--- config.mk ---
export PLATFORM = sky130hd
export DESIGN_NAME = cutoff_path_flag_block_parser_core
export DESIGN_NICKNAME = d
export VERILOG_FILES = /design/src/sv/cpfbp_pkg.sv /design/src/sv/cutoff_path_flag_block_parser_core.sv
export SDC_FILE = /design/constraint.sdc
export NUM_CORES = 1
export LEC_CHECK = 0
export BUFFER_PORTS_ARGS = -buffer_cell sky130_fd_sc_hd__buf_2
export CAP_MARGIN = 20
export CORE_MARGIN = 8
export CORE_UTILIZATION = 50
export DETAILED_ROUTE_END_ITERATION = 16
export PLACE_DENSITY_LB_ADDON = 0.1
export SYNTH_ARGS = -nofsm -noshare
export SYNTH_HDL_FRONTEND = slang
export SYNTH_SLANG_ARGS = --single-unit
--- constraint.sdc ---
create_clock -name clock -period 22.1 [get_ports clock]
set_input_delay 4.42 -clock clock [delete_from_list [all_inputs] [get_ports clock]]
set_output_delay 4.42 -clock clock [all_outputs]
set_load 0.03 [all_outputs]
--- src/sv/cpfbp_pkg.sv ---
// ----------------------------------------------------------------------------
// cpfbp_pkg - shared types and constants of the cut-off path flag block parser
// Record kinds, the result record layout, and the register map.
// ----------------------------------------------------------------------------
package cpfbp_pkg;

   localparam int unsigned PATH_W      = 5;
   localparam int unsigned SIZE_W      = 32;
   localparam int unsigned FLAGS_W     = 8;
   localparam int unsigned FCOUNT_W    = 4;
   localparam int unsigned SCAN_W      = 16;
   localparam int unsigned HDR_W       = 3;
   localparam int unsigned RSP_DATA_W  = 56;
   localparam int unsigned CSR_ADDR_W  = 3;
   localparam int unsigned CSR_DATA_W  = 32;

   // Size bytes at the head of each path; the last one carries the record.
   localparam logic [1:0] LAST_SIZE_BYTE = 2'd3;
   // Flags held in one flag byte.
   localparam logic [FCOUNT_W-1:0] FLAGS_PER_BYTE = 4'd8;

   // Register index, taken from paddr[2] (byte address 4*i).
   localparam logic REG_SCAN_POINTS = 1'b0;

   typedef enum logic {
      KIND_SIZE = 1'b0,
      KIND_FLAG = 1'b1
   } record_kind_type;

   typedef struct packed {
      record_kind_type      kind;
      logic                 block_done;
      logic                 path_done;
      logic [FCOUNT_W-1:0]  flag_count;
      logic [FLAGS_W-1:0]   flag_bits;
      logic [SIZE_W-1:0]    path_size;
      logic [PATH_W-1:0]    path_index;
   } rsp_rec_type;

endpackage

--- src/sv/cutoff_path_flag_block_parser_core.sv ---
// ----------------------------------------------------------------------------
// cutoff_path_flag_block_parser_core - cut-off path flag block parser
// Walks a block of NUM_PATHS paths byte by byte: 4-byte LE size, then flag
// bytes; emits one size record per path and one flag record per flag byte.
// ----------------------------------------------------------------------------
//  channel   dir   handshake               payload
//  req_*     in    tvalid/tready           tdata: block_byte; tuser: block_start
//  rsp_*     out   tvalid/tready           tdata: record fields; tuser: kind;
//                                          tlast: block_done
//  csr_*     in    APB psel/penable        scan_points at byte address 0
//
//  One byte per cycle while req_tready is high. The parse state and the
//  output register (or the skid entry, if the output stalls) update in the
//  cycle a byte is taken, so throughput is set by the single byte-wide parse step.
//  A two-entry output (register plus skid) keeps req_tready high while one
//  result waits; it drops only when both entries are full.
//  After reset the parser is idle until a word with block_start set;
//  scan_points resets to 0.
// ----------------------------------------------------------------------------
module cutoff_path_flag_block_parser_core
   import cpfbp_pkg::*;
#(
   parameter int unsigned NUM_PATHS = 24
) (
   input  logic                  clock,
   input  logic                  reset,
   // input words
   input  logic                  req_tvalid,
   output logic                  req_tready,
   input  logic [7:0]            req_tdata,   // [7:0] block_byte
   input  logic                  req_tuser,   // [0] block_start
   // result words
   output logic                  rsp_tvalid,
   input  logic                  rsp_tready,
   // [4:0] path_index, [36:5] path_size, [44:37] flag_bits,
   // [48:45] flag_count, [49] path_done, [55:50] zero
   output logic [RSP_DATA_W-1:0] rsp_tdata,
   output logic                  rsp_tuser,   // [0] record_kind
   output logic                  rsp_tlast,   // block_done
   // configuration
   input  logic                  csr_psel,
   input  logic                  csr_penable,
   input  logic                  csr_pwrite,
   input  logic [CSR_ADDR_W-1:0] csr_paddr,
   input  logic [CSR_DATA_W-1:0] csr_pwdata,
   output logic [CSR_DATA_W-1:0] csr_prdata,
   output logic                  csr_pready
);

   localparam logic [PATH_W:0] LastPath = (PATH_W+1)'(NUM_PATHS - 1);

   // parse state
   logic [PATH_W-1:0]   path_ff,     path_in;
   logic [HDR_W-1:0]    hdr_cnt_ff,  hdr_cnt_in;
   logic [SIZE_W-1:0]   size_acc_ff, size_acc_in;
   logic [SIZE_W-1:0]   consumed_ff, consumed_in;
   logic [SCAN_W-1:0]   emitted_ff,  emitted_in;
   logic                finished_ff, finished_in;
   logic [SCAN_W-1:0]   scan_points_ff;

   // output register and skid
   logic                out_valid_ff,  out_valid_in;
   rsp_rec_type         out_word_ff,   out_word_in;
   logic                skid_valid_ff, skid_valid_in;
   rsp_rec_type         skid_word_ff,  skid_word_in;

   logic                req_fire;
   logic                active;
   logic [PATH_W-1:0]   eff_path;
   logic [HDR_W-1:0]    eff_hdr;
   logic [SIZE_W-1:0]   eff_acc;
   logic [SIZE_W-1:0]   eff_consumed;
   logic [SCAN_W-1:0]   eff_emitted;
   logic [SIZE_W-1:0]   acc_new;
   logic [SIZE_W-1:0]   consumed_new;
   logic [SCAN_W:0]     flags_left;
   logic [FCOUNT_W-1:0] count;
   logic [8:0]          flag_mask;
   logic                last_path;
   logic                end_path;
   logic                res_valid;
   rsp_rec_type         res_word;
   logic                pop;
   logic                csr_write;

   assign req_tready = !skid_valid_ff;
   assign req_fire   = req_tvalid && req_tready;

   // block_start restarts the parse on this very byte
   assign eff_path     = req_tuser ? '0 : path_ff;
   assign eff_hdr      = req_tuser ? '0 : hdr_cnt_ff;
   assign eff_acc      = req_tuser ? '0 : size_acc_ff;
   assign eff_consumed = req_tuser ? '0 : consumed_ff;
   assign eff_emitted  = req_tuser ? '0 : emitted_ff;
   assign active       = req_fire && (req_tuser || !finished_ff);

   assign acc_new      = eff_acc | (SIZE_W'(req_tdata) << {eff_hdr[1:0], 3'b000});
   assign consumed_new = eff_consumed + SIZE_W'(1);
   assign flags_left   = {1'b0, scan_points_ff} - {1'b0, eff_emitted};
   assign last_path    = ({1'b0, eff_path} == LastPath);

   always_comb begin
      if (eff_emitted >= scan_points_ff) begin
         count = '0;
      end else if (flags_left > (SCAN_W+1)'(FLAGS_PER_BYTE)) begin
         count = FLAGS_PER_BYTE;
      end else begin
         count = flags_left[FCOUNT_W-1:0];
      end
   end

   assign flag_mask = (9'd1 << count) - 9'd1;

   always_comb begin
      path_in     = path_ff;
      hdr_cnt_in  = hdr_cnt_ff;
      size_acc_in = size_acc_ff;
      consumed_in = consumed_ff;
      emitted_in  = emitted_ff;
      finished_in = finished_ff;
      res_valid   = 1'b0;
      res_word    = '0;
      end_path    = 1'b0;
      if (active) begin
         path_in              = eff_path;
         consumed_in          = eff_consumed;
         emitted_in           = eff_emitted;
         finished_in          = 1'b0;
         res_word.path_index  = eff_path;
         if (!eff_hdr[2]) begin
            // size byte: shift into the accumulator
            hdr_cnt_in  = eff_hdr + HDR_W'(1);
            size_acc_in = acc_new;
            if (eff_hdr[1:0] == LAST_SIZE_BYTE) begin
               res_valid          = 1'b1;
               res_word.kind      = KIND_SIZE;
               res_word.path_size = acc_new;
               end_path           = (acc_new == '0);
            end
         end else begin
            // flag byte
            hdr_cnt_in          = eff_hdr;
            size_acc_in         = eff_acc;
            consumed_in         = consumed_new;
            emitted_in          = eff_emitted + SCAN_W'(count);
            res_valid           = 1'b1;
            res_word.kind       = KIND_FLAG;
            res_word.path_size  = eff_acc;
            res_word.flag_bits  = req_tdata & flag_mask[7:0];
            res_word.flag_count = count;
            end_path            = (consumed_new >= eff_acc);
         end
         if (end_path) begin
            res_word.path_done  = 1'b1;
            res_word.block_done = last_path;
            hdr_cnt_in          = '0;
            size_acc_in         = '0;
            consumed_in         = '0;
            emitted_in          = '0;
            if (last_path) begin
               finished_in = 1'b1;
            end else begin
               path_in = eff_path + PATH_W'(1);
            end
         end
      end
   end

   // output register with one skid entry
   assign pop = out_valid_ff && rsp_tready;

   always_comb begin
      out_valid_in  = out_valid_ff;
      out_word_in   = out_word_ff;
      skid_valid_in = skid_valid_ff;
      skid_word_in  = skid_word_ff;
      if (pop || !out_valid_ff) begin
         if (skid_valid_ff) begin
            out_valid_in  = 1'b1;
            out_word_in   = skid_word_ff;
            skid_valid_in = 1'b0;
         end else begin
            out_valid_in = res_valid;
            out_word_in  = res_word;
         end
      end else if (res_valid) begin
         skid_valid_in = 1'b1;
         skid_word_in  = res_word;
      end
   end

   always_ff @(posedge clock) begin
      if (reset) begin
         path_ff       <= '0;
         hdr_cnt_ff    <= '0;
         size_acc_ff   <= '0;
         consumed_ff   <= '0;
         emitted_ff    <= '0;
         finished_ff   <= 1'b1;
         out_valid_ff  <= 1'b0;
         skid_valid_ff <= 1'b0;
      end else begin
         path_ff       <= path_in;
         hdr_cnt_ff    <= hdr_cnt_in;
         size_acc_ff   <= size_acc_in;
         consumed_ff   <= consumed_in;
         emitted_ff    <= emitted_in;
         finished_ff   <= finished_in;
         out_valid_ff  <= out_valid_in;
         skid_valid_ff <= skid_valid_in;
      end
   end

   always_ff @(posedge clock) begin
      out_word_ff  <= out_word_in;
      skid_word_ff <= skid_word_in;
   end

   assign rsp_tvalid = out_valid_ff;
   assign rsp_tuser  = out_word_ff.kind;
   assign rsp_tlast  = out_word_ff.block_done;
   assign rsp_tdata  = {6'b000000, out_word_ff.path_done, out_word_ff.flag_count,
                        out_word_ff.flag_bits, out_word_ff.path_size,
                        out_word_ff.path_index};

   // configuration port
   assign csr_pready = 1'b1;
   assign csr_write  = csr_psel && csr_penable && csr_pwrite && csr_pready;

   always_ff @(posedge clock) begin
      if (reset) begin
         scan_points_ff <= '0;
      end else if (csr_write && (csr_paddr[2] == REG_SCAN_POINTS)) begin
         scan_points_ff <= csr_pwdata[SCAN_W-1:0];
      end
   end

   always_comb begin
      unique case (csr_paddr[2])
         REG_SCAN_POINTS: csr_prdata = CSR_DATA_W'(scan_points_ff);
         default:         csr_prdata = '0;
      endcase
   end

endmodule

After elaboration in Yosys (flattened, before gate mapping)
Cells that the tools add are included.
{"block": "word_totals", "reg_bits": 211, "latch_bits": 0, "ram_bits": 0, "romBits": 0, "inputBits": 51, "out_inout_bits": 93, "elab_cells": 88, "mem_count": 0}
{"block": "classes", "add_sub_neg": 6, "multipliers": 0, "n_div": 0, "n_lt_le_gt_ge": 3, "eq_ne": 2, "n_shift": 2, "muxes": 34, "bitwise_logic": 4, "n_reduce_logical": 14}
{"op": "$mux 32", "n": 8}
{"op": "$mux 52", "n": 2}
{"op": "$mux 16", "n": 4}
{"op": "$add 32x1->32 const B", "n": 1}
{"op": "$ge 32x32->1", "n": 1}
{"op": "$logic_not 32->1", "n": 1}
{"op": "$or 32x32->32", "n": 1}
{"op": "$shl 8x5->32", "n": 1}
{"op": "$gt 17x4->1 const B", "n": 1}
{"op": "$sub 16x16->17", "n": 1}
{"op": "$add 16x4->16", "n": 1}
{"op": "$ge 16x16->1", "n": 1}
{"op": "$mux 5", "n": 3}
{"op": "$mux 12", "n": 1}
{"op": "$mux 1", "n": 10}
{"op": "$mux 3", "n": 3}
{"op": "$and 8x8->8", "n": 1}
{"op": "$mux 4", "n": 2}
{"op": "$shl 1x4->8 const A", "n": 1}
{"op": "$sub 8x1->8 const B", "n": 1}
{"op": "$logic_and 1x1->1", "n": 6}
{"op": "$add 5x1->5 const B", "n": 1}
{"op": "$eq 5x5->1 const B", "n": 1}
{"op": "$add 3x1->3 const B", "n": 1}
{"op": "7 further kinds", "n": 11}

Logic depth before layout (Yosys ltp)
{"block": "depth", "word_depth": 11, "ltp_mapped": 30, "mapped_depth_nobuf": 23}

Worst setup path after synthesis
OpenSTA, ideal clock, no wires.
{"block": "synth_path", "kind": "input port to flip-flop", "start": "input req_tuser", "end": "register emitted_ff[13]", "setup_time_ps": 86, "t_arrival_ps": 10355, "t_required_ps": 22014, "slack_ps": 11660, "cell_stages": 28, "path_buffers": 8, "cell_sequence": "clkbuf_1 inv_1 buf_2 clkbuf_1 clkbuf_1 clkbuf_1 clkbuf_1 nand2_1 ha_1 a21oi_2 o211ai_1 a21boi_1 and3_1 or4_1 or4b_4 or4_4 buf_6 nor2_1 ha_1 a21o_1 a21oi_1 o21ai_0 and3_1 clkbuf_1 nor4bb_1 nand2b_1 xnor2_1 a211oi_1"}
{"block": "synth_via", "elab_chain_len": 8, "word_cells_on_any_way": 23, "classes_between": "3 x add/sub; 3 x order compare; 1 x eq/ne; 1 x shift; 11 x mux; 1 x bitwise; 3 x reduce/logical"}
{"item": "start, declared", "line": "cutoff_path_flag_block_parser_core.sv:31", "source": "input logic req_tuser,"}
{"item": "$mux 16 / $mux 3 (equally long branches)", "line": "cutoff_path_flag_block_parser_core.sv:94, cutoff_path_flag_block_parser_core.sv:91"}
{"item": "$sub 16x16->17 / $shl 8x5->32 (equally long branches)", "line": "cutoff_path_flag_block_parser_core.sv:99, cutoff_path_flag_block_parser_core.sv:97"}
{"item": "$gt 17x4->1 / $or 32x32->32 (equally long branches)", "line": "cutoff_path_flag_block_parser_core.sv:105, cutoff_path_flag_block_parser_core.sv:97"}
{"item": "$mux 4 / $logic_not 32->1 (equally long branches)", "line": "cutoff_path_flag_block_parser_core.sv:105, cutoff_path_flag_block_parser_core.sv:138"}
{"item": "$mux 4 / $mux 1 (equally long branches)", "line": "cutoff_path_flag_block_parser_core.sv:103, cutoff_path_flag_block_parser_core.sv:134"}
{"item": "$add 16x4->16 / $mux 1 (equally long branches)", "line": "cutoff_path_flag_block_parser_core.sv:145, cutoff_path_flag_block_parser_core.sv:130"}
{"item": "$mux 16 / $mux 1 (equally long branches)", "line": "cutoff_path_flag_block_parser_core.sv:130, cutoff_path_flag_block_parser_core.sv:124"}
{"item": "$mux 16", "line": "cutoff_path_flag_block_parser_core.sv:153", "source": "if (end_path) begin"}
{"item": "end signal, assigned", "line": "cutoff_path_flag_block_parser_core.sv:207", "source": "emitted_ff <= emitted_in;"}
{"item": "end, declared", "line": "cutoff_path_flag_block_parser_core.sv:57", "source": "logic [SCAN_W-1:0] emitted_ff, emitted_in;"}
Several ways; a longest one is shown, not always the timed one. The select of a mux whose other input is x is not followed.
A chain may end at the register's enable or synchronous reset.

Worst setup path after layout
Ends and elaborated chain as after synthesis.

==> flow_metrics.py <==
metrics = {
    "run_status": {
        "status": "finished, final reports clean",
    },
    "sta": {
        "setup_viol": 0,
        "final-max-slew-violation-count": 0,
        "rsz0062_at_grt": "no",
        "finalCriticalPeriod_ns": 11.00,
        "worstMarginPinSlew_ns": 1.032,
        "slew_headroom_pct": 31.18,
        "timing.setup.tns_ns": 0,
        "timing.final.crit_share_pct": 49.75,
        "skew_ns": 0.01218,
        "max_clock_freq_mhz": 90.95,
        "final-hold-violation-count": 0,
    },
    "worst_setup_path": {
        "crit_path_start_kind": "input pin",
        "path_class": "input pin to flip-flop",
        "slowest_delay_ns": 0.76,
        "cp.arrival_ns": 11.41,
        "cp_common_cell": "nand3_1",
        "crit_chain": "buf_2 > buf_4 > clkinv_1 > nand2_1 > inv_1 > fa_1 > xor2_2 > nand3_1 > a2111oi_2 > nand3_1 > or4b_4 > or4_4 > nor2_1 > ha_1 > a21o_1 > a21oi_1 > o21ai_0 > and3_1 > nor4bb_1 > nand2b_1 > xnor2_1 > a211oi_1",
        "cp-end-kind": "flip-flop",
        "critPathMaxFanout": 53,
        "slowest_stage": "nor4bb_1",
        "worstPathRequired_ns": 22.52,
    },
    "layout": {
        "layout.nets": 1499,
        "final_util_pct": 56.79,
        "post_route_cells_drive_above_1_share_pct": 13.39,
        "area_growth_pct": 11.25,
        "insertedDiodeCount": 0,
        "seqCellArea_sq_um": 5266,
        "fill_cells": 2121,
        "multi_input_area_sq_um": 6171,
    },
    "logic_synthesis": {
        "synth_mux_area_share_pct": 0.3655,
        "synth_area_leaders": "edfxtp_1 (26%), dfxtp_1 (18%), ha_1 (6.0%), nand2_1 (5.0%), nor2_1 (4.8%)",
        "synth_enable_flop_cells": 104,
        "syn_avg_cell_area_sq_um": 9.049,
        "synth_cell_types": 91,
        "ys_warn_count": 0,
        "ys_ff_latch": 211,
        "synthXorXnorAreaFrac_pct": 2.767,
        "synth_flop_cell": "dfxtp_1",
        "synth_top_cell_area_share_pct": 26.07,
        "synth_top_family_by_area": "simple AND/OR/NAND/NOR gates",
        "synth.cell_area_sq_um": 11980,
        "synth_simple_gate_area_share_pct": 21.32,
        "async_flop_share_pct": 0,
        "yosysTopAreaCell": "edfxtp_1",
        "synth_seq_area_share_pct": 43.94,
        "synth_compound_area_share_pct": 19.86,
        "synthAdderAreaFrac_pct": 6.287,
        "syn-instance-count": 1324,
    },
    "cts": {
        "cts_buffers": 24,
        "h-tree-depth": 1,
        "numClockSinks": 211,
        "ctsResizeCount": 0,
        "postCtsSetupRepairBufs": 0,
        "clock_path_buffers": 3,
        "root_buffer": "clkbuf_16",
        "cts_tree": "yes",
        "insertion_delay_ns": 0.52,
        "cts.hold.buffers_added": 0,
        "clkTransAtPathRegs_ns": 0.06,
    },
    "place": {
        "place.port_buffers": 102,
        "place.gp.congestion": 0.8964,
        "hpwlAfterDp_mm": 22.30,
    },
    "floorplanning": {
        "die_w_microns": 170.8,
        "fp-row-count": 56,
        "ios": 144,
        "dieArea_sq_um": 29170,
        "core_area_sq_um": 23470,
        "die_y_microns": 170.8,
        "start_util_pct": 51.04,
    },
    "detailed_routing": {
        "viasPerCell": 5.758,
        "drtIter0Drc": 919,
        "wl_mm": 30.91,
        "drt-wirelength-per-cell_microns": 17.94,
        "drc": 0,
        "via_count": 9921,
        "ant_nets": 0,
        "drtPass1Iterations": 5,
    },
    "hold_path": {
        "hold_path.class": "flip-flop to flip-flop",
    },
    "run": {
        "max_cap_violations": 0,
    },
    "pwr": {
        "ir_drop_v": 0.00005900,
        "powerDensity_nw_per_um2": 64.88,
        "power.leakage_nw": 5.697,
    },
    "global_routing": {
        "antenna_found_initial": 0,
        "overflow": 0,
        "grt_pass1_vias": 9255,
        "grt_max_degree": 58,
        "track_usage_pct": 21.04,
        "grt_pass1_wl_mm": 50.14,
    },
}
[layer usage]
layer	track usage, %	wire length (microns)	vias to the layer above
met5	0	0	-
met4	5.416	743	0
met3	2.766	1853	52
met2	31.78	13110	309
met1	31.18	15200	4652
li1	-	-	4908
[cells in the final DEF (no fill, tap or decap), types with 5 or more instances in the layout]
cell type and n:
nor2_1 151, and3_1 18, a22o_1 12, xnor2_1 17, o21a_1 8, nand4_1 15
o21ai_0 47, xor2_1 19, conb_1 23, a21o_1 53, inv_1 34, nand2b_1 11
nor2b_1 33, ha_1 57, a211o_1 5, clkbuf_16 24, a21boi_0 16, nand3b_1 7
nor4_1 19, nand3_1 37, or3_1 11, edfxtp_1 104, a22oi_1 47, and4_1 5
a211oi_1 8, clkinv_1 6, nor3_1 24, nand2_1 158, a21oi_1 81, buf_2 102
dfxtp_1 106, o2bb2ai_1 6, buf_4 14, and2_1 7, a31oi_1 11
[path summary, 6_finish.rpt]
path,startpoint,end,slack [ns],cells after the start
max,req_tuser,emitted_ff[13],11.11,22
min,scan_points_ff[0],scan_points_ff[0],0.46,2
max reg2reg,emitted_ff[10],emitted_ff[13],16.06,20
min reg2reg,scan_points_ff[0],scan_points_ff[0],0.46,2
[logic make-up after synthesis]
kind of cell    Yosys count
fa+ha+maj                59
compound gates          347
simple gates            531
buf+inv                 134
other cells               2
xor+xnor                 37
mux                       3
flops                   211
[cell usage after synthesis, types with 4 or more instances]
cell,instances
o2bb2ai_1,6
inv_1,35
nor2b_1,33
and4_1,5
a31oi_1,11
o21a_1,8
edfxtp_1,104
nor4_1,19
or3_1,11
o21bai_1,4
a22o_1,12
a211o_1,5
buf_4,28
a211oi_1,8
nor3b_1,4
and2_1,7
a21boi_0,16
o2111ai_1,4
xnor2_1,17
nand4_1,15
xor2_1,19
and3_1,18
a22oi_1,47
dfxtp_1,107
nand3b_1,7
a21oi_1,81
a21o_1,53
clkbuf_1,58
buf_6,4
nor3_1,24
nand2_1,159
o21ai_0,47
nand2b_1,12
ha_1,57
buf_1,6
nand3_1,38
nor2_1,152
[final cells by class]
class	count	area share [%]
repair buffers	117	4.675
multi-input cells	1000	46.30
clock inverters	11	0.6383
inverters	35	0.9856
clock buffers	30	4.900
well taps	319	2.994
flip-flops and latches	211	39.51
[critical path: cells and delay by family]
family | cells | cell delay (ns)
simple gates | 9 | 3.23
buf+inv | 4 | 1.46
compound gates | 5 | 0.94
xor+xnor | 2 | 0.65
fa+ha+maj | 2 | 0.64
[sequential cells by signal, indices dropped and copies added, names as in the netlist]
| signal | count |
|---|---|
| consumed_ff | 32 |
| rsp_tdata | 50 |
| rsp_tvalid | 1 |
| skid_valid_ff | 1 |
| size_acc_ff | 32 |
| emitted_ff | 16 |
| path_ff | 5 |
| skid_word_ff | 52 |
| scan_points_ff | 16 |
| rsp_tlast | 1 |
| finished_ff | 1 |
| rsp_tuser | 1 |
| hdr_cnt_ff | 3 |
[where the power goes]
part           switching, mW  internal, mW  total (mW)  leakage [nW]
Sequential           0.00215         0.409       0.411          2.03
Clock                  0.155         0.219       0.375         0.365
Combinational         0.0542        0.0248      0.0790          3.30
Total                  0.212         0.653       0.865          5.70
[metrics by stage]
step	std cells	hold slack (ns)	power, mW	setup WS [ns]	cell area (sq um)
after floorplan	1345	0.4360	0.4788	11.66	12060
after global placement	1681	0.4432	0.4961	10.83	12580
after detailed placement	1681	0.4530	0.4964	10.70	12580
after CTS	1722	0.4616	0.8714	11.18	13320
after global routing	1723	0.4973	0.8916	10.62	13330
final	1723	0.4625	0.8648	11.11	13330
(Power assumes the default switching activity.)
